## src/hw/rtl/tcm_pkg.sv

```systemverilog
`default_nettype none
// ----------------------------------------------------------------------------
// tcm_pkg: shared types and constants of the touch calibrate-and-map block
// Field widths, status and register codes, the microcode control word with
// its program table, and the request/response bundles of the serial divider.
// ----------------------------------------------------------------------------
package tcm_pkg;

  // Field widths of the input and result beats.
  localparam int RAW_BITS       = 10;
  localparam int COORD_BITS     = 12;
  localparam int GAIN_FRAC_BITS = 16;
  localparam int GAIN_BITS      = 32;
  localparam int MARGIN_BITS    = 10;
  localparam int PRESS_BITS     = 10;
  localparam int IDX_BITS       = 3;
  localparam int NUM_POINTS     = 5;

  // Configuration port.
  localparam int CFG_IDX_BITS  = 2;
  localparam int CFG_DATA_BITS = (COORD_BITS > MARGIN_BITS) ? COORD_BITS : MARGIN_BITS;

  // Reset values of the configuration registers.
  localparam logic [COORD_BITS-1:0]  WIDTH_RESET  = COORD_BITS'(480);
  localparam logic [COORD_BITS-1:0]  HEIGHT_RESET = COORD_BITS'(272);
  localparam logic [MARGIN_BITS-1:0] MARGIN_RESET = MARGIN_BITS'(50);

  // Derived datapath widths.
  localparam int DIFF_BITS     = RAW_BITS + 1;
  localparam int DEN_BITS      = RAW_BITS + 2;
  localparam int DEN_MAG_BITS  = RAW_BITS + 1;
  localparam int NUM_BITS      = ((COORD_BITS > MARGIN_BITS + 1) ? COORD_BITS
                                                                 : MARGIN_BITS + 1) + 2;
  localparam int NUM_MAG_BITS  = NUM_BITS - 1;
  localparam int DIVIDEND_BITS = NUM_MAG_BITS + GAIN_FRAC_BITS;
  localparam int DIV_CNT_BITS  = $clog2(DIVIDEND_BITS + 1);
  localparam int PROD_BITS     = GAIN_BITS + DIFF_BITS;
  localparam int HALF_SH_BITS  = COORD_BITS + GAIN_FRAC_BITS;
  localparam int TOTAL_BITS    = ((PROD_BITS > HALF_SH_BITS) ? PROD_BITS : HALF_SH_BITS) + 1;
  localparam int MAPPED_BITS   = TOTAL_BITS - GAIN_FRAC_BITS;
  localparam int STEP_BITS     = 4;

  // Item kinds and cross codes.
  localparam logic KIND_CAL   = 1'b0;
  localparam logic KIND_TOUCH = 1'b1;

  localparam logic [IDX_BITS-1:0] PT_A = IDX_BITS'(0);
  localparam logic [IDX_BITS-1:0] PT_B = IDX_BITS'(1);
  localparam logic [IDX_BITS-1:0] PT_C = IDX_BITS'(2);
  localparam logic [IDX_BITS-1:0] PT_D = IDX_BITS'(3);
  localparam logic [IDX_BITS-1:0] PT_E = IDX_BITS'(4);

  typedef enum logic [1:0] {
    STATUS_OK   = 2'd0,
    STATUS_OFF  = 2'd1,
    STATUS_DONE = 2'd2,
    STATUS_FAIL = 2'd3
  } status_e;

  typedef enum logic [CFG_IDX_BITS-1:0] {
    REG_SCREEN_WIDTH  = 2'd0,
    REG_SCREEN_HEIGHT = 2'd1,
    REG_CROSS_MARGIN  = 2'd2
  } cfg_reg_e;

  // Datapath operations driven by one control word.
  typedef enum logic [3:0] {
    UOP_NOP,
    UOP_MUL_X,
    UOP_MAP_X,
    UOP_MUL_Y,
    UOP_MAP_Y,
    UOP_EMIT_TOUCH,
    UOP_PREP,
    UOP_DIV_X,
    UOP_STORE_GX,
    UOP_DIV_Y,
    UOP_COMMIT,
    UOP_EMIT_FAIL
  } uop_e;

  // Sequencing conditions of a control word.
  typedef enum logic [2:0] {
    COND_NEXT,
    COND_JUMP,
    COND_DISPATCH,
    COND_ZERO_SPAN,
    COND_DIV_BUSY,
    COND_EMIT
  } cond_e;

  typedef logic [STEP_BITS-1:0] step_t;

  typedef struct packed {
    uop_e  uop;
    cond_e cond;
    step_t target;
  } ctrl_word_t;

  // Program addresses.
  localparam step_t STEP_IDLE    = 4'd0;
  localparam step_t STEP_T_MULX  = 4'd1;
  localparam step_t STEP_T_MAPX  = 4'd2;
  localparam step_t STEP_T_MULY  = 4'd3;
  localparam step_t STEP_T_MAPY  = 4'd4;
  localparam step_t STEP_T_EMIT  = 4'd5;
  localparam step_t STEP_C_PREP  = 4'd6;
  localparam step_t STEP_C_CHECK = 4'd7;
  localparam step_t STEP_C_DIVX  = 4'd8;
  localparam step_t STEP_C_WAITX = 4'd9;
  localparam step_t STEP_C_GX    = 4'd10;
  localparam step_t STEP_C_DIVY  = 4'd11;
  localparam step_t STEP_C_WAITY = 4'd12;
  localparam step_t STEP_C_DONE  = 4'd13;
  localparam step_t STEP_C_FAIL  = 4'd14;

  // Divider request and response bundles.
  typedef struct packed {
    logic                     start;
    logic [DIVIDEND_BITS-1:0] dividend;
    logic [DEN_MAG_BITS-1:0]  divisor;
  } div_req_t;

  typedef struct packed {
    logic                     busy;
    logic [DIVIDEND_BITS-1:0] quotient;
  } div_rsp_t;

  // Microcode program: one control word per step.
  function automatic ctrl_word_t ucode_fetch(input step_t step);
    ctrl_word_t cw;
    case (step)
      STEP_IDLE:    cw = '{UOP_NOP,        COND_DISPATCH,  STEP_IDLE};
      STEP_T_MULX:  cw = '{UOP_MUL_X,      COND_NEXT,      STEP_IDLE};
      STEP_T_MAPX:  cw = '{UOP_MAP_X,      COND_NEXT,      STEP_IDLE};
      STEP_T_MULY:  cw = '{UOP_MUL_Y,      COND_NEXT,      STEP_IDLE};
      STEP_T_MAPY:  cw = '{UOP_MAP_Y,      COND_NEXT,      STEP_IDLE};
      STEP_T_EMIT:  cw = '{UOP_EMIT_TOUCH, COND_EMIT,      STEP_IDLE};
      STEP_C_PREP:  cw = '{UOP_PREP,       COND_NEXT,      STEP_IDLE};
      STEP_C_CHECK: cw = '{UOP_NOP,        COND_ZERO_SPAN, STEP_C_FAIL};
      STEP_C_DIVX:  cw = '{UOP_DIV_X,      COND_NEXT,      STEP_IDLE};
      STEP_C_WAITX: cw = '{UOP_NOP,        COND_DIV_BUSY,  STEP_C_WAITX};
      STEP_C_GX:    cw = '{UOP_STORE_GX,   COND_NEXT,      STEP_IDLE};
      STEP_C_DIVY:  cw = '{UOP_DIV_Y,      COND_NEXT,      STEP_IDLE};
      STEP_C_WAITY: cw = '{UOP_NOP,        COND_DIV_BUSY,  STEP_C_WAITY};
      STEP_C_DONE:  cw = '{UOP_COMMIT,     COND_EMIT,      STEP_IDLE};
      STEP_C_FAIL:  cw = '{UOP_EMIT_FAIL,  COND_EMIT,      STEP_IDLE};
      default:      cw = '{UOP_NOP,        COND_JUMP,      STEP_IDLE};
    endcase
    return cw;
  endfunction

endpackage
`default_nettype wire

```

## src/hw/rtl/tcm_if.sv

```systemverilog
`default_nettype none
// ----------------------------------------------------------------------------
// tcm_if: valid/ready channels of the touch calibrate-and-map block
// One interface for the input beats and one for the result beats.
// ----------------------------------------------------------------------------
interface tcm_in_if import tcm_pkg::*; ();
  logic                  valid;
  logic                  ready;
  logic                  kind;
  logic [IDX_BITS-1:0]   point_index;
  logic [RAW_BITS-1:0]   raw_x;
  logic [RAW_BITS-1:0]   raw_y;
  logic [PRESS_BITS-1:0] pressure;

  modport source (output valid, kind, point_index, raw_x, raw_y, pressure, input ready);
  modport sink   (input valid, kind, point_index, raw_x, raw_y, pressure, output ready);
endinterface

interface tcm_out_if import tcm_pkg::*; ();
  logic                  valid;
  logic                  ready;
  logic [1:0]            status;
  logic [COORD_BITS-1:0] screen_x;
  logic [COORD_BITS-1:0] screen_y;
  logic [PRESS_BITS-1:0] touch_pressure;
  logic                  axes_swapped;

  modport source (output valid, status, screen_x, screen_y, touch_pressure, axes_swapped,
                  input ready);
  modport sink   (input valid, status, screen_x, screen_y, touch_pressure, axes_swapped,
                  output ready);
endinterface
`default_nettype wire

```

## src/hw/rtl/touch_calibrate_and_map_top.sv

```systemverilog
`default_nettype none
// ----------------------------------------------------------------------------
// touch_calibrate_and_map_top: five-point touch calibration and pixel mapping
// Stores raw cross readings, computes signed fixed-point gains on the centre
// cross, and maps raw touch samples to screen coordinates.
// ----------------------------------------------------------------------------
// Usage: corner readings (crosses A to D, and unknown cross codes) are taken
// without leaving the idle step and give no result beat. A touch sample runs
// five microcode steps through a single 32x11 multiplier (two multiply and
// two map steps plus the result step); no new beat is taken until they are
// done. A centre reading (cross E) runs the calibration program, in which
// the serial divider computes both gains in turn, one bit per cycle. The
// input side is ready only while the sequencer sits at its idle step; a
// finished result waits in the output register and does not block the next
// input beat, but a further result waits for that register to empty. The
// user must write configuration through cfg_we_i, cfg_idx_i and cfg_data_i
// only while the block is idle; the block itself does not enforce this.
// ----------------------------------------------------------------------------
module touch_calibrate_and_map_top import tcm_pkg::*; (
  input  logic                     clk_i,
  input  logic                     rst_ni,
  tcm_in_if.sink                   in_if,
  tcm_out_if.source                out_if,
  input  logic                     cfg_we_i,
  input  logic [CFG_IDX_BITS-1:0]  cfg_idx_i,
  input  logic [CFG_DATA_BITS-1:0] cfg_data_i
);

  localparam int SAT_BITS = ((DIVIDEND_BITS > GAIN_BITS) ? DIVIDEND_BITS : GAIN_BITS) + 1;

  // Apply sign to a quotient magnitude and saturate to the gain range.
  function automatic logic [GAIN_BITS-1:0] signed_gain(
    input logic [DIVIDEND_BITS-1:0] mag,
    input logic                     neg
  );
    logic [SAT_BITS-1:0] ext;
    logic [SAT_BITS-1:0] lim;
    ext = SAT_BITS'(mag);
    lim = neg ? (SAT_BITS'(1) << (GAIN_BITS - 1))
              : ((SAT_BITS'(1) << (GAIN_BITS - 1)) - SAT_BITS'(1));
    if (ext > lim) begin
      ext = lim;
    end
    if (neg) begin
      ext = ~ext + SAT_BITS'(1);
    end
    return ext[GAIN_BITS-1:0];
  endfunction

  // Magnitude of the difference of two raw readings.
  function automatic logic [RAW_BITS-1:0] abs_diff(
    input logic [RAW_BITS-1:0] a,
    input logic [RAW_BITS-1:0] b
  );
    return (a >= b) ? (a - b) : (b - a);
  endfunction

  // Configuration registers.
  logic [COORD_BITS-1:0]  width_q, height_q;
  logic [MARGIN_BITS-1:0] margin_q;

  // Calibration result state.
  logic [GAIN_BITS-1:0] gain_x_q, gain_y_q;
  logic [RAW_BITS-1:0]  centre_x_q, centre_y_q;
  logic                 swap_q;

  // Raw cross store, undefined until written.
  logic [RAW_BITS-1:0] pt_x_q [NUM_POINTS];
  logic [RAW_BITS-1:0] pt_y_q [NUM_POINTS];

  // Sequencer.
  step_t      step_q, step_d;
  ctrl_word_t cw;
  logic       in_fire;
  logic       emit_ok;
  logic       zero_span;
  logic       out_valid_q, out_valid_d;
  logic       out_load;

  // Touch item registers.
  logic [RAW_BITS-1:0]   ux_q, uy_q;
  logic [PRESS_BITS-1:0] pres_q;

  // Calibration working registers.
  logic                       cal_sw_q;
  logic signed [DEN_BITS-1:0] den_x_q, den_y_q;
  logic signed [NUM_BITS-1:0] num_x_q, num_y_q;
  logic [RAW_BITS-1:0]        cen_x_q, cen_y_q;
  logic                       neg_x_q, neg_y_q;

  // Preparation logic.
  logic                       sw_c;
  logic [RAW_BITS-1:0]        px_c [NUM_POINTS];
  logic [RAW_BITS-1:0]        py_c [NUM_POINTS];
  logic signed [DEN_BITS-1:0] den_x_c, den_y_c;
  logic signed [NUM_BITS-1:0] num_x_c, num_y_c;

  // Divider.
  div_req_t                   div_req;
  div_rsp_t                   div_rsp;
  logic signed [NUM_BITS-1:0] div_num;
  logic signed [DEN_BITS-1:0] div_den;
  logic [NUM_BITS-1:0]        num_abs;
  logic [DEN_BITS-1:0]        den_abs;

  // Multiply and map datapath.
  logic                          axis_y;
  logic [RAW_BITS-1:0]           mul_raw, mul_cen;
  logic [GAIN_BITS-1:0]          mul_gain;
  logic signed [DIFF_BITS-1:0]   diff_c;
  logic signed [PROD_BITS-1:0]   prod_c, prod_q;
  logic [COORD_BITS-1:0]         axis_len;
  logic [COORD_BITS-2:0]         half_c;
  logic signed [TOTAL_BITS-1:0]  total_c, adj_c;
  logic signed [MAPPED_BITS-1:0] mapped_c;
  logic                          off_c;
  logic [COORD_BITS-1:0]         sx_q, sy_q;
  logic                          off_q;

  // Output register.
  logic [1:0]            out_status_q;
  logic [COORD_BITS-1:0] out_x_q, out_y_q;
  logic [PRESS_BITS-1:0] out_pres_q;
  logic                  out_swap_q;

  // ------------------------------------------------------------------
  // Handshake and control word
  // ------------------------------------------------------------------
  assign cw          = ucode_fetch(step_q);
  assign in_if.ready = (cw.cond == COND_DISPATCH);
  assign in_fire     = in_if.valid && in_if.ready;
  assign emit_ok     = !out_valid_q || out_if.ready;
  assign zero_span   = (den_x_q == '0) || (den_y_q == '0);
  assign out_load    = emit_ok && ((cw.uop == UOP_EMIT_TOUCH) || (cw.uop == UOP_COMMIT) ||
                                   (cw.uop == UOP_EMIT_FAIL));

  // Next step of the sequencer.
  always_comb begin
    step_d = step_q;
    case (cw.cond)
      COND_NEXT: step_d = step_t'(step_q + 1'b1);
      COND_JUMP: step_d = cw.target;
      COND_DISPATCH: begin
        if (in_fire) begin
          if (in_if.kind == KIND_TOUCH) begin
            step_d = STEP_T_MULX;
          end else if (in_if.point_index == PT_E) begin
            step_d = STEP_C_PREP;
          end
        end
      end
      COND_ZERO_SPAN: step_d = zero_span ? cw.target : step_t'(step_q + 1'b1);
      COND_DIV_BUSY:  step_d = div_rsp.busy ? cw.target : step_t'(step_q + 1'b1);
      COND_EMIT:      step_d = emit_ok ? cw.target : step_q;
      default:        step_d = STEP_IDLE;
    endcase
  end

  // Output valid flag.
  always_comb begin
    if (out_load) begin
      out_valid_d = 1'b1;
    end else if (out_if.ready) begin
      out_valid_d = 1'b0;
    end else begin
      out_valid_d = out_valid_q;
    end
  end

  always_ff @(posedge clk_i or negedge rst_ni) begin
    if (!rst_ni) begin
      step_q      <= STEP_IDLE;
      out_valid_q <= 1'b0;
    end else begin
      step_q      <= step_d;
      out_valid_q <= out_valid_d;
    end
  end

  // ------------------------------------------------------------------
  // Configuration registers
  // ------------------------------------------------------------------
  always_ff @(posedge clk_i or negedge rst_ni) begin
    if (!rst_ni) begin
      width_q  <= WIDTH_RESET;
      height_q <= HEIGHT_RESET;
      margin_q <= MARGIN_RESET;
    end else if (cfg_we_i) begin
      case (cfg_reg_e'(cfg_idx_i))
        REG_SCREEN_WIDTH:  width_q  <= cfg_data_i[COORD_BITS-1:0];
        REG_SCREEN_HEIGHT: height_q <= cfg_data_i[COORD_BITS-1:0];
        REG_CROSS_MARGIN:  margin_q <= cfg_data_i[MARGIN_BITS-1:0];
        default: ;
      endcase
    end
  end

  // ------------------------------------------------------------------
  // Cross store and touch item capture
  // ------------------------------------------------------------------
  always_ff @(posedge clk_i) begin
    if (in_fire && (in_if.kind == KIND_CAL) && (in_if.point_index <= PT_E)) begin
      pt_x_q[in_if.point_index] <= in_if.raw_x;
      pt_y_q[in_if.point_index] <= in_if.raw_y;
    end
  end

  // Touch readings are exchanged on capture when the axes are swapped.
  always_ff @(posedge clk_i) begin
    if (in_fire && (in_if.kind == KIND_TOUCH)) begin
      ux_q   <= swap_q ? in_if.raw_y : in_if.raw_x;
      uy_q   <= swap_q ? in_if.raw_x : in_if.raw_y;
      pres_q <= in_if.pressure;
    end
  end

  // ------------------------------------------------------------------
  // Calibration preparation: swap decision, spans and numerators
  // ------------------------------------------------------------------
  assign sw_c = abs_diff(pt_x_q[PT_B], pt_x_q[PT_A]) <= abs_diff(pt_y_q[PT_B], pt_y_q[PT_A]);

  always_comb begin
    for (int i = 0; i < NUM_POINTS; i++) begin
      px_c[i] = sw_c ? pt_y_q[i] : pt_x_q[i];
      py_c[i] = sw_c ? pt_x_q[i] : pt_y_q[i];
    end
  end

  assign den_x_c = $signed(DEN_BITS'(px_c[PT_B]) - DEN_BITS'(px_c[PT_A]) +
                           DEN_BITS'(px_c[PT_C]) - DEN_BITS'(px_c[PT_D]));
  assign den_y_c = $signed(DEN_BITS'(py_c[PT_D]) - DEN_BITS'(py_c[PT_A]) +
                           DEN_BITS'(py_c[PT_C]) - DEN_BITS'(py_c[PT_B]));
  assign num_x_c = $signed((NUM_BITS'(width_q) << 1) - (NUM_BITS'(margin_q) << 2));
  assign num_y_c = $signed((NUM_BITS'(height_q) << 1) - (NUM_BITS'(margin_q) << 2));

  always_ff @(posedge clk_i) begin
    if (cw.uop == UOP_PREP) begin
      cal_sw_q <= sw_c;
      den_x_q  <= den_x_c;
      den_y_q  <= den_y_c;
      num_x_q  <= num_x_c;
      num_y_q  <= num_y_c;
      cen_x_q  <= px_c[PT_E];
      cen_y_q  <= py_c[PT_E];
      neg_x_q  <= num_x_c[NUM_BITS-1] ^ den_x_c[DEN_BITS-1];
      neg_y_q  <= num_y_c[NUM_BITS-1] ^ den_y_c[DEN_BITS-1];
    end
  end

  // ------------------------------------------------------------------
  // Gain division on magnitudes; the sign is applied afterwards
  // ------------------------------------------------------------------
  assign div_num = (cw.uop == UOP_DIV_Y) ? num_y_q : num_x_q;
  assign div_den = (cw.uop == UOP_DIV_Y) ? den_y_q : den_x_q;
  assign num_abs = div_num[NUM_BITS-1] ? NUM_BITS'(-div_num) : NUM_BITS'(div_num);
  assign den_abs = div_den[DEN_BITS-1] ? DEN_BITS'(-div_den) : DEN_BITS'(div_den);

  assign div_req.start    = (cw.uop == UOP_DIV_X) || (cw.uop == UOP_DIV_Y);
  assign div_req.dividend = {num_abs[NUM_MAG_BITS-1:0], {GAIN_FRAC_BITS{1'b0}}};
  assign div_req.divisor  = den_abs[DEN_MAG_BITS-1:0];

  tcm_div u_div (
    .clk_i  (clk_i),
    .rst_ni (rst_ni),
    .req_i  (div_req),
    .rsp_o  (div_rsp)
  );

  // Gains, centre and swap decision are committed only on success.
  always_ff @(posedge clk_i or negedge rst_ni) begin
    if (!rst_ni) begin
      gain_x_q   <= '0;
      gain_y_q   <= '0;
      centre_x_q <= '0;
      centre_y_q <= '0;
      swap_q     <= 1'b0;
    end else if (cw.uop == UOP_STORE_GX) begin
      gain_x_q <= signed_gain(div_rsp.quotient, neg_x_q);
    end else if (cw.uop == UOP_COMMIT) begin
      gain_y_q   <= signed_gain(div_rsp.quotient, neg_y_q);
      centre_x_q <= cen_x_q;
      centre_y_q <= cen_y_q;
      swap_q     <= cal_sw_q;
    end
  end

  // ------------------------------------------------------------------
  // Mapping: gain * (raw - centre) + half screen, truncated toward zero
  // ------------------------------------------------------------------
  assign axis_y   = (cw.uop == UOP_MUL_Y) || (cw.uop == UOP_MAP_Y);
  assign mul_raw  = axis_y ? uy_q : ux_q;
  assign mul_cen  = axis_y ? centre_y_q : centre_x_q;
  assign mul_gain = axis_y ? gain_y_q : gain_x_q;
  assign diff_c   = $signed({1'b0, mul_raw}) - $signed({1'b0, mul_cen});
  assign prod_c   = $signed(mul_gain) * diff_c;

  assign axis_len = axis_y ? height_q : width_q;
  assign half_c   = axis_len[COORD_BITS-1:1];
  assign total_c  = $signed({{(TOTAL_BITS - PROD_BITS){prod_q[PROD_BITS-1]}}, prod_q}) +
                    $signed(TOTAL_BITS'(half_c) << GAIN_FRAC_BITS);
  assign adj_c    = total_c[TOTAL_BITS-1]
                    ? total_c + $signed(TOTAL_BITS'((1 << GAIN_FRAC_BITS) - 1))
                    : total_c;
  assign mapped_c = adj_c[TOTAL_BITS-1:GAIN_FRAC_BITS];
  assign off_c    = mapped_c[MAPPED_BITS-1] ||
                    (mapped_c[MAPPED_BITS-2:0] >= (MAPPED_BITS - 1)'(axis_len));

  always_ff @(posedge clk_i) begin
    if ((cw.uop == UOP_MUL_X) || (cw.uop == UOP_MUL_Y)) begin
      prod_q <= prod_c;
    end
    if (cw.uop == UOP_MAP_X) begin
      sx_q  <= mapped_c[COORD_BITS-1:0];
      off_q <= off_c;
    end
    if (cw.uop == UOP_MAP_Y) begin
      sy_q  <= mapped_c[COORD_BITS-1:0];
      off_q <= off_q | off_c;
    end
  end

  // ------------------------------------------------------------------
  // Result register
  // ------------------------------------------------------------------
  always_ff @(posedge clk_i) begin
    if (out_load) begin
      out_x_q    <= '0;
      out_y_q    <= '0;
      out_pres_q <= '0;
      out_swap_q <= swap_q;
      if (cw.uop == UOP_EMIT_TOUCH) begin
        if (off_q) begin
          out_status_q <= STATUS_OFF;
        end else begin
          out_status_q <= STATUS_OK;
          out_x_q      <= sx_q;
          out_y_q      <= sy_q;
          out_pres_q   <= pres_q;
        end
      end else if (cw.uop == UOP_COMMIT) begin
        out_status_q <= STATUS_DONE;
        out_swap_q   <= cal_sw_q;
      end else begin
        out_status_q <= STATUS_FAIL;
      end
    end
  end

  assign out_if.valid          = out_valid_q;
  assign out_if.status         = out_status_q;
  assign out_if.screen_x       = out_x_q;
  assign out_if.screen_y       = out_y_q;
  assign out_if.touch_pressure = out_pres_q;
  assign out_if.axes_swapped   = out_swap_q;

endmodule
`default_nettype wire

```

## src/hw/rtl/tcm_div.sv

```systemverilog
`default_nettype none
// ----------------------------------------------------------------------------
// tcm_div: radix-2 restoring divider for the calibration gains
// Divides an unsigned magnitude by an unsigned nonzero divisor, one quotient
// bit per cycle, most significant bit first.
// ----------------------------------------------------------------------------
module tcm_div import tcm_pkg::*; (
  input  logic     clk_i,
  input  logic     rst_ni,
  input  div_req_t req_i,
  output div_rsp_t rsp_o
);

  logic                     busy_q, busy_d;
  logic [DIV_CNT_BITS-1:0]  cnt_q, cnt_d;
  logic [DEN_MAG_BITS-1:0]  rem_q, rem_d;
  logic [DIVIDEND_BITS-1:0] quo_q, quo_d;
  logic [DEN_MAG_BITS-1:0]  den_q, den_d;
  logic [DEN_MAG_BITS:0]    partial;
  logic [DEN_MAG_BITS:0]    trial;
  logic                     fits;

  // One trial subtraction of the shifted remainder.
  assign partial = {rem_q, quo_q[DIVIDEND_BITS-1]};
  assign trial   = partial - {1'b0, den_q};
  assign fits    = partial >= {1'b0, den_q};

  // Next state: load on start, otherwise shift one bit while busy.
  always_comb begin
    busy_d = busy_q;
    cnt_d  = cnt_q;
    rem_d  = rem_q;
    quo_d  = quo_q;
    den_d  = den_q;
    if (req_i.start) begin
      busy_d = 1'b1;
      cnt_d  = '0;
      rem_d  = '0;
      quo_d  = req_i.dividend;
      den_d  = req_i.divisor;
    end else if (busy_q) begin
      rem_d = fits ? trial[DEN_MAG_BITS-1:0] : partial[DEN_MAG_BITS-1:0];
      quo_d = {quo_q[DIVIDEND_BITS-2:0], fits};
      cnt_d = cnt_q + DIV_CNT_BITS'(1);
      if (cnt_q == DIV_CNT_BITS'(DIVIDEND_BITS - 1)) begin
        busy_d = 1'b0;
      end
    end
  end

  // Control state.
  always_ff @(posedge clk_i or negedge rst_ni) begin
    if (!rst_ni) begin
      busy_q <= 1'b0;
      cnt_q  <= '0;
    end else begin
      busy_q <= busy_d;
      cnt_q  <= cnt_d;
    end
  end

  // Operand and result registers.
  always_ff @(posedge clk_i) begin
    rem_q <= rem_d;
    quo_q <= quo_d;
    den_q <= den_d;
  end

  assign rsp_o.busy     = busy_q;
  assign rsp_o.quotient = quo_q;

endmodule
`default_nettype wire

```

## src/flat_wrapper.sv

```systemverilog
// flat-port wrapper written by rule: the top's interface ports become plain ports
module touch_calibrate_and_map_top_flat import tcm_pkg::*;
  (clk_i, rst_ni, cfg_we_i, cfg_idx_i, cfg_data_i, in_if_valid, in_if_kind, in_if_point_index, in_if_raw_x, in_if_raw_y, in_if_pressure, in_if_ready, out_if_valid, out_if_status, out_if_screen_x, out_if_screen_y, out_if_touch_pressure, out_if_axes_swapped, out_if_ready);
  tcm_in_if in_if_i ();
  tcm_out_if out_if_i ();
  input  logic clk_i;
  input  logic rst_ni;
  input  logic cfg_we_i;
  input  logic [CFG_IDX_BITS-1:0] cfg_idx_i;
  input  logic [CFG_DATA_BITS-1:0] cfg_data_i;
  input wire logic [$bits(in_if_i.valid)-1:0] in_if_valid;
  input wire logic [$bits(in_if_i.kind)-1:0] in_if_kind;
  input wire logic [$bits(in_if_i.point_index)-1:0] in_if_point_index;
  input wire logic [$bits(in_if_i.raw_x)-1:0] in_if_raw_x;
  input wire logic [$bits(in_if_i.raw_y)-1:0] in_if_raw_y;
  input wire logic [$bits(in_if_i.pressure)-1:0] in_if_pressure;
  output wire logic [$bits(in_if_i.ready)-1:0] in_if_ready;
  output wire logic [$bits(out_if_i.valid)-1:0] out_if_valid;
  output wire logic [$bits(out_if_i.status)-1:0] out_if_status;
  output wire logic [$bits(out_if_i.screen_x)-1:0] out_if_screen_x;
  output wire logic [$bits(out_if_i.screen_y)-1:0] out_if_screen_y;
  output wire logic [$bits(out_if_i.touch_pressure)-1:0] out_if_touch_pressure;
  output wire logic [$bits(out_if_i.axes_swapped)-1:0] out_if_axes_swapped;
  input wire logic [$bits(out_if_i.ready)-1:0] out_if_ready;
  assign in_if_i.valid = in_if_valid;
  assign in_if_i.kind = in_if_kind;
  assign in_if_i.point_index = in_if_point_index;
  assign in_if_i.raw_x = in_if_raw_x;
  assign in_if_i.raw_y = in_if_raw_y;
  assign in_if_i.pressure = in_if_pressure;
  assign in_if_ready = in_if_i.ready;
  assign out_if_valid = out_if_i.valid;
  assign out_if_status = out_if_i.status;
  assign out_if_screen_x = out_if_i.screen_x;
  assign out_if_screen_y = out_if_i.screen_y;
  assign out_if_touch_pressure = out_if_i.touch_pressure;
  assign out_if_axes_swapped = out_if_i.axes_swapped;
  assign out_if_i.ready = out_if_ready;
  touch_calibrate_and_map_top u_core (.clk_i(clk_i), .rst_ni(rst_ni), .in_if(in_if_i), .out_if(out_if_i), .cfg_we_i(cfg_we_i), .cfg_idx_i(cfg_idx_i), .cfg_data_i(cfg_data_i));
endmodule
```

## config.mk

```make
export PLATFORM = sky130hd
export DESIGN_NAME = touch_calibrate_and_map_top_flat
export DESIGN_NICKNAME = d
export VERILOG_FILES = /design/src/hw/rtl/tcm_pkg.sv /design/src/hw/rtl/tcm_if.sv /design/src/hw/rtl/touch_calibrate_and_map_top.sv /design/src/hw/rtl/tcm_div.sv /design/src/flat_wrapper.sv
export SDC_FILE = /design/constraint.sdc
export NUM_CORES = 2
export LEC_CHECK = 0
export BUFFER_PORTS_ARGS = -buffer_cell sky130_fd_sc_hd__buf_2
export CAP_MARGIN = 25
export CORE_ASPECT_RATIO = 0.7
export CORE_MARGIN = 2
export CORE_UTILIZATION = 50
export CTS_CLUSTER_DIAMETER = 200
export DETAILED_ROUTE_END_ITERATION = 7
export HOLD_SLACK_MARGIN = 0.06
export PLACE_DENSITY = 0.65
export SKIP_CTS_REPAIR_TIMING = 1
export SLEW_MARGIN = 20
export SYNTH_ARGS = -nofsm -noshare
export SYNTH_HDL_FRONTEND = slang
export SYNTH_HIERARCHICAL = 1
export SYNTH_SLANG_ARGS = --single-unit
export TNS_END_PERCENT = 100
```

## constraint.sdc

```tcl
create_clock -name clk_i -period 15.84 [get_ports clk_i]
set_clock_uncertainty 0.05 [all_clocks]
set_input_delay 1.584 -clock clk_i [delete_from_list [all_inputs] [get_ports clk_i]]
set_output_delay 1.584 -clock clk_i [all_outputs]
set_load 0.02 [all_outputs]
```

==> run metrics <==
layout cells sized above 1=11.7%; Final ANT Viol Nets=0; First-pass DRT Iterations=5; endpoints failing setup=0; CP endpoint=u_core/prod_q[39]; Synth Area in Simple Gates=11.7%; arrival time worst endpoint=13090 ps; fillcell total=6867; Yosys cell types=86; DIE AREA=82300 um2; fmax=0.0782 GHz; kind of critical path=register to register; Slew HR=31.5%; first-pass GRT wire length=156000 um; clock latency on the worst-skew pair=620 ps; cells on worst reg2reg path=42; row cnt=86; adder-cell area share of the yosys netlist=25.0%; Post-Synth XOR/XNOR Area=4.60%; fin nets=4598; FFs w/ async S/R, synth=26.6%; setup_tns=0 ps; Synth area leaders=edfxtp_1, fa_1, ha_1; register area=13900 um2; hpwl dp=75900 um; Tmin final=12790 ps; sequential cell area fraction in the yosys report=34.8%; Hold Violations, Final=0; width of the chip=342 um; most numerous cell in the Yosys netlist=inv_1; DRC violations left=0; CP endpoint kind=register; CTS clock-pin slew for the worst setup and hold paths=60 ps; Hold WC Path Type=register to register; Initial Util=50.7%; CP required=16140 ps; post-synthesis mux area share=8.96%; Syn. warnings=6; largest family of logic cells by synthesized area=adder cells; Worst R2R End=u_core/prod_q[39]; Max stage delay on crit path=640 ps; synthesized area per cell=10.3 um2; P&R area growth vs syn=9.13%; Post-Synthesis Cells=3867; Die Ht=241 um; overall global routing resource usage=24.3%; CTS max path bufs=3; status=finished clean; vias in the first global route=27.2k; crit path launch type=register; Post-synth top flop=edfxtp_1; IO buf count=91; vias per inst=5.56; crit path max fanout=28; routability cong.=0.936; #FFs+latches synth=489; vias=28.1k; routed len/inst=19.4 um; global route total overflow=0; DRT iter0 DRCs=2447; max-cap violations=0; Critical-path top delay cell=a21boi_0; Pins Over Slew Limit=0; Boundary Pins=92; CORE AREA=79000 um2; clk root buf=clkbuf_16; largest net degree at the start of global routing=85; fin crit share=80.8%; Synth top area share=26.1%; start of the worst register-to-register path=u_core/step_q[0]; slew at the pin closest to its max-slew limit=998 ps; initial antenna violation count=2; clk sinks=489; CTS tree=done; H-Tree Level Count=2; Mapped Area=40000 um2; CTS buffer count=49; Compound-Gate Fraction of Synth Area=8.85%; Crit. Startpoint=u_core/step_q[0]; flop-to-flop setup slack=3050 ps; area of the multi-input gates=23800 um2; EDFF count, synth=348; Commonest cells post-synth=inv_1, nor2_1, nand2_1; total wire length=97900 um; RSZ-0062 raised after global routing=no; area leader, netlist=edfxtp_1
==> sequential cells by signal, summed over array words and instances (netlist names), 11 cells and up <==
name,count
u_core/sx_q,12
u_core/height_q,12
u_core/den_x_q,12
u_core/gain_y_q,32
u_core/pt_y_q,50
u_core/den_y_q,12
u_core/out_if.screen_y,12
u_core/u_div/rem_q,11
u_core/sy_q,12
u_core/num_x_q,13
u_core/prod_q,43
u_core/pt_x_q,50
u_core/gain_x_q,32
u_core/u_div/den_q,11
u_core/width_q,12
u_core/out_if.screen_x,12
u_core/num_y_q,13
u_core/u_div/quo_q,29
==> cell type report <==
| cell class | instances | share of cell area [%] |
|---|---|---|
| flip-flops and latches | 489 | 31.9 |
| diodes | 2 | 0.0115 |
| inverters | 521 | 4.48 |
| clock inverters | 25 | 0.771 |
| repair buffers | 142 | 2.05 |
| multi-input cells | 2746 | 54.6 |
| well taps | 1056 | 3.03 |
| clock buffers | 67 | 3.15 |
==> kinds of logic (layout without fill, tap and decap cells) <==
family,after synthesis,after routing
AO/OA/AOI/OAI,557,557
flip-flops,489,489
multiplexers,331,331
AND/OR/NAND/NOR,1035,1035
buffers and inverters,648,755
XOR/XNOR,210,210
other,1,19
adder cells (fa/ha/maj),596,596
==> cell usage in the layout, fill, tap and decap left out, types with 17 or more instances in the layout <==
cell type,netlist,routed
o211ai_1,17,17
conb_1,1,17
o21a_1,28,28
or3_1,21,21
o21ai_0,131,131
nand2b_1,41,41
a21boi_0,23,23
fa_1,337,337
a211oi_1,25,25
nor2_1,366,360
mux2i_1,144,144
and2_1,38,38
xor2_1,94,93
a21oi_1,148,147
clkbuf_16,0,50
edfxtp_1,348,348
o31ai_1,20,20
buf_2,2,90
dfrtp_1,121,121
ha_1,259,259
inv_1,520,520
nor3_1,40,38
a21o_1,61,61
nand3_1,33,33
buf_4,2,47
nor4_1,20,19
mux2_2,183,183
nand2_1,360,360
nor2b_1,40,39
xnor2_1,116,114
==> how the worst min path moves through the flow <==
stage,slack (ps),start,depth (start not counted),end
floorplan,360,u_core/cen_x_q[0],2,u_core/centre_x_q[0]
global placement,370,u_core/cen_x_q[5],2,u_core/centre_x_q[5]
detailed placement,370,u_core/cen_y_q[4],2,u_core/centre_y_q[4]
CTS,380,u_core/cen_x_q[1],2,u_core/centre_x_q[1]
global route,400,u_core/cen_x_q[1],2,u_core/centre_x_q[1]
finish,380,u_core/cen_x_q[1],2,u_core/centre_x_q[1]
==> routing by layer <==
| metal | part of all wire (%) | global-route usage, % | vias up |
|---|---|---|---|
| met5 | 0 | 0 | - |
| met4 | 1.6 | 4.13 | 0 |
| met3 | 9.4 | 5.47 | 95 |
| met2 | 39 | 33.2 | 1023 |
| met1 | 50 | 39.2 | 13806 |
| li1 | - | - | 13153 |
==> metrics by stage <==
step           hold slack [ps]  std cells  cell area [um2]  utilization, %  setup WS (ps)
2_1_floorplan              365       3883            40100               -           3210
6_report                   382       5048            43700            55.3           3050
4_1_cts                    384       5043            43600            55.2           2640
3_5_place_dp               375       4951            41900            53.0           2700
3_3_place_gp               373       4948            41800            53.0           3020
5_1_grt                    400       5046            43700            55.3           2210
==> critical path, delay by kind of cell (launching register included) <==
kind            cells  cell delay, ps
xor+xnor            1             150
compound gates     15            4440
buf+inv             9            1580
flops               1             540
fa+ha+maj           9            4000
simple gates        6             880
mux                 2             880
Power is not shown: default switching activity piles up to over one toggle a cycle in this logic, so the estimate is an artifact.
